===== src/bloom_pkg.sv =====
package bloom_pkg;

  localparam int MAX_CELLS_DEF   = 65536;
  localparam int MAX_HASHES_DEF  = 16;
  localparam int DIGEST_BITS_DEF = 64;

  localparam int CELL_CNT_W = 17;
  localparam int HASH_CNT_W = 5;
  localparam int CFG_DATA_W = 17;
  localparam int CFG_IDX_W  = 2;
  localparam int DIGEST_W   = 64;
  localparam int POS_W      = 4;
  localparam int ACTION_W   = 2;

  localparam logic [CELL_CNT_W-1:0] CELL_CNT_RST = 17'd65536;
  localparam logic [HASH_CNT_W-1:0] HASH_CNT_RST = 5'd4;

  localparam logic [CFG_IDX_W-1:0] CFG_CELL_COUNT     = 2'd0;
  localparam logic [CFG_IDX_W-1:0] CFG_HASH_COUNT     = 2'd1;
  localparam logic [CFG_IDX_W-1:0] CFG_PARTITION_MODE = 2'd2;

  typedef enum logic [1:0] {
    ACT_ADD,
    ACT_LOOKUP,
    ACT_REMOVE,
    ACT_CLEAR
  } action_e;

  // operand selection of the shared divider
  typedef enum logic [2:0] {
    OP_PART,
    OP_POS,
    OP_DMOD,
    OP_FIN,
    OP_MOD
  } div_op_e;

  typedef enum logic [2:0] {
    ST_CLEAR,
    ST_IDLE,
    ST_START,
    ST_DIV,
    ST_MUL,
    ST_ACCESS,
    ST_READ
  } state_e;

  typedef struct packed {
    logic    idle;
    logic    load_item;
    logic    div_start;
    div_op_e div_op;
    logic    div_latch;
    logic    mul;
    logic    ram_write;
    logic    ram_read;
    logic    clr_step;
    logic    lookup_update;
  } cmd_t;

  typedef struct packed {
    logic    div_done;
    logic    partition;
    logic    clr_last;
    action_e action;
    logic    last;
    logic    out_busy;
  } status_t;

endpackage


===== src/bloom_ctrl.sv =====
module bloom_ctrl (
  input  logic                          clk_i,
  input  logic                          rst_ni,
  input  logic                          in_valid_i,
  input  logic [bloom_pkg::ACTION_W-1:0] in_action_i,
  input  bloom_pkg::status_t            status_i,
  output bloom_pkg::cmd_t               cmd_o
);
  import bloom_pkg::*;

  state_e  state_q, state_d;
  div_op_e op_q, op_d;

  always_ff @(posedge clk_i or negedge rst_ni) begin
    if (!rst_ni) begin
      state_q <= ST_CLEAR;
      op_q    <= OP_MOD;
    end else begin
      state_q <= state_d;
      op_q    <= op_d;
    end
  end

  always_comb begin
    state_d       = state_q;
    op_d          = op_q;
    cmd_o         = '0;
    cmd_o.div_op  = op_q;
    case (state_q)
      ST_CLEAR: begin
        cmd_o.clr_step = 1'b1;
        if (status_i.clr_last) begin
          state_d = ST_IDLE;
        end
      end
      ST_IDLE: begin
        cmd_o.idle = 1'b1;
        if (in_valid_i) begin
          cmd_o.load_item = 1'b1;
          if (action_e'(in_action_i) == ACT_CLEAR) begin
            state_d = ST_CLEAR;
          end else if (status_i.partition) begin
            op_d    = OP_PART;
            state_d = ST_START;
          end else begin
            op_d    = OP_MOD;
            state_d = ST_START;
          end
        end
      end
      ST_START: begin
        cmd_o.div_start = 1'b1;
        state_d         = ST_DIV;
      end
      ST_DIV: begin
        if (status_i.div_done) begin
          cmd_o.div_latch = 1'b1;
          case (op_q)
            OP_PART: begin
              op_d    = OP_POS;
              state_d = ST_START;
            end
            OP_POS: begin
              op_d    = OP_DMOD;
              state_d = ST_START;
            end
            OP_DMOD: begin
              state_d = ST_MUL;
            end
            default: begin
              state_d = ST_ACCESS;
            end
          endcase
        end
      end
      ST_MUL: begin
        cmd_o.mul = 1'b1;
        op_d      = OP_FIN;
        state_d   = ST_START;
      end
      ST_ACCESS: begin
        if (status_i.action == ACT_LOOKUP) begin
          cmd_o.ram_read = 1'b1;
          state_d        = ST_READ;
        end else begin
          cmd_o.ram_write = 1'b1;
          state_d         = ST_IDLE;
        end
      end
      ST_READ: begin
        // hold while the previous answer still waits downstream
        if (!(status_i.last && status_i.out_busy)) begin
          cmd_o.lookup_update = 1'b1;
          state_d             = ST_IDLE;
        end
      end
      default: begin
        state_d = ST_IDLE;
      end
    endcase
  end

endmodule


===== config.mk =====
export PLATFORM = sky130hd
export DESIGN_NAME = bloom_ctrl
export DESIGN_NICKNAME = d
export VERILOG_FILES = /design/src/bloom_pkg.sv /design/src/bloom_ctrl.sv
export SDC_FILE = /design/constraint.sdc
export NUM_CORES = 1
export LEC_CHECK = 0
export BUFFER_PORTS_ARGS = -buffer_cell sky130_fd_sc_hd__buf_4
export CAP_MARGIN = 30
export CORE_AREA = 3 3 40 42
export CTS_CLUSTER_DIAMETER = 200
export DETAILED_ROUTE_END_ITERATION = 7
export DIE_AREA = 0 0 43 45
export PLACE_DENSITY = 0.68
export SLEW_MARGIN = 10
export SYNTH_ARGS = -nofsm -noshare
export SYNTH_HDL_FRONTEND = slang
export SYNTH_SLANG_ARGS = --single-unit

===== constraint.sdc =====
create_clock -name clk_i -period 1.7 [get_ports clk_i]
set_input_delay 0 -clock clk_i [delete_from_list [all_inputs] [get_ports clk_i]]
set_output_delay 0 -clock clk_i [all_outputs]
set_load 0.02 [all_outputs]

==> results.ini <==
[outcome]
outcome=finished, final reports clean

[grt]
grt.busiest_layer=met2
antenna_found_initial=0
met1_usage_pct=17.65
grt.overflow.total=0
grt_max_degree=10
met3_usage_pct=5.578
grtUsageTotal_pct=15.33
use_met2_pct=24.55
grt_pass1_wl_um=2180
grt_pass1_vias=533

[sta]
max_freq_ghz=0.6357
finalHoldViolCount=0
min_period_over_period_pct=92.53
setup-violations-final=0
slew_violations=0
tightest_slew_ns=0.2721
setup-tns-final_ns=0
max_slew_margin_pct=81.74
rsz0062_at_grt=no
period_needed_ns=1.573
fin_skew_ns=0.002952

[synthesis]
syn_inst=61
yosysUniqueCellTypes=32
syn_avg_cell_area_um2=8.471
ys_warn_count=0
synth_nets=73
synth_fa_ha_area_share_pct=0
synth_top_family_by_area=compound AO/OA/AOI/OAI gates
synth_xor_area_share_pct=0
yosys.area_share.simple_pct=25.42
netlist_area_um2=516.7
synth-compound-area-share_pct=29.78
yosysSeqAreaShare_pct=29.30
synth-seq-cells=6
synth.area.mux_share_pct=7.748

[critical_path]
crit_type=flop to flop
startpoint_type=flop
required_ns=1.83
cp_max_fo=4
worstSetupEndpointType=flop
worstPathArrival_ns=1.71

[route]
antenna_left=0
drc=0
first_pass_iters=4
via_count=567
wl_um=1386
drtIter0Drc=22
viasPerCell=5.505
wl_per_cell_um=13.46

[clocking]
cts_buffers=3
clock_path_buffers=2
cts_repair_resize_count=0
tritoncts=built
cts_sinks=6
ctsHtreeMaxLevel=1
clkTransAtPathRegs_ns=0.05
insertion_delay_ns=0.25
root_buffer=clkbuf_4

[pwr]
leakagePower_uw=0.0003508
finalPower_uw=1157
power_density_nw_per_um2=1568
vdd_drop_max_mv=0.8897

[floorplanning]
die_x_um=43
core_um2=1285
die_h_um=45
fp-row-count=13
dieArea_um2=1935
io_pins=24
start_util_pct=40.21

[finish]
synthToLayoutAreaGrowth_pct=42.86
nets=101
drive_above_1_share_pct=42.05
num_antenna_cells=0

[min_path]
min_path_type=input port to flop

[placement]
dp_hpwl_um=1103
gp_congestion=0.8308
port_buffers=23

[run]
maxCapViolCount=0

per-layer routing:
metal  up-vias  wire [µm]
li1        277          -
met1       256        598
met2        27        645
met3         7        114
met4         0         27
met5         -          0
registers in the layout (all words and copies together) (netlist names):
signal,flops
state_q,3
op_q,3
path summary, 6_finish.rpt:
path                       slack (ns)         from  cells after the start         end
setup reg to reg                 0.13      op_q[1]                      4     op_q[1]
hold reg to reg                  0.56      op_q[0]                      2     op_q[0]
hold / removal                   0.05  status_i[0]                      3  state_q[2]
min in group asynchronous        0.08       rst_ni                      2  state_q[1]
max in group asynchronous        1.41       rst_ni                      2     op_q[2]
setup / recovery                 0.13      op_q[1]                      4     op_q[1]
placed cells by master, fill, tap and decap left out, drive strengths merged, types with 3 or more instances in the layout:
cell,count
buf,25
nand2,7
nor3,5
dfrtp,5
inv,5
o21ai,5
a21oi,4
clkbuf,4
nand3,3
nor2,3
worst max-delay path, stage by stage (launching register included):
cell and delay [ns]:
dfrtp_1 0.42, nor2_1 0.27, nand3_1 0.17, a22oi_4 0.28, mux2_4 0.32
what timing repair did:
| action | 4_1_cts | 5_1_grt |
|---|---|---|
| hold buffers | 1 | 0 |
| buffers inserted | 0 | 0 |
| setup endpoints to repair | 0 | 0 |
| hold endpoints to repair | 6 | 0 |
power by group:
group          internal, µW  switching (µW)
clock network          89.5            60.3
logic                   351             386
registers               200            69.9
final cells by class:
class | instances | area, µm²
multi-input combinational | 47 | 325.3
fill | 117 | 546.8
clock buffer | 4 | 26.28
tap | 15 | 18.77
inverter | 5 | 18.77
timing repair buffer | 26 | 197.7
sequential | 6 | 151.4
synthesized netlist by cell type:
| master | n | share of area [%] |
|---|---|---|
| nand3_1 | 3 | 2.9 |
| a21boi_4 | 1 | 3.6 |
| mux2i_1 | 1 | 1.9 |
| nand2b_1 | 1 | 1.2 |
| mux2_4 | 2 | 5.8 |
| nor3_1 | 5 | 4.8 |
| buf_2 | 2 | 1.9 |
| a31oi_1 | 1 | 1.2 |
| nand2_1 | 6 | 4.4 |
| nor2b_1 | 2 | 2.4 |
| a211oi_1 | 1 | 1.5 |
| a41oi_1 | 1 | 1.7 |
| o21ai_1 | 3 | 2.9 |
| nor2_1 | 3 | 2.2 |
| a22oi_4 | 1 | 4.1 |
| inv_2 | 1 | 0.73 |
| a21oi_1 | 4 | 3.9 |
| dfstp_2 | 1 | 5.1 |
| nand2_2 | 1 | 1.2 |
| buf_6 | 1 | 2.2 |
| o32a_1 | 1 | 1.9 |
| o22a_1 | 1 | 1.7 |
| inv_1 | 4 | 2.9 |
| and2b_4 | 1 | 1.9 |
| and2b_2 | 1 | 1.7 |
| nor3b_1 | 1 | 1.5 |
| and2_1 | 1 | 1.2 |
| o221a_1 | 1 | 2.2 |
| a32o_1 | 1 | 1.9 |
| o21ai_0 | 2 | 1.9 |
| dfrtp_1 | 5 | 24 |
| o22ai_1 | 1 | 1.2 |
per-stage QoR:
stage	cells	hold WS (ns)	instance area, µm²	setup WS, ns	utilization (%)
2_1_floorplan	61	-0.2956	516.7	0.2157	-
3_3_place_gp	98	-0.1872	701.9	0.1985	54.63
3_5_place_dp	98	-0.1872	701.9	0.1425	54.63
4_1_cts	103	0.04487	738.2	0.1326	57.45
5_1_grt	103	0.05672	738.2	0.07235	57.45
6_report	103	0.05000	738.2	0.1270	57.45
cells by family (layout without fill, tap and decap cells):
| family | after synthesis | after routing |
|---|---|---|
| AOI/OAI and AO/OA | 19 | 19 |
| and+or+nand+nor | 25 | 25 |
| muxes | 3 | 3 |
| DFF | 6 | 6 |
| buffers and inverters | 8 | 35 |
(Power assumes the default switching activity.)
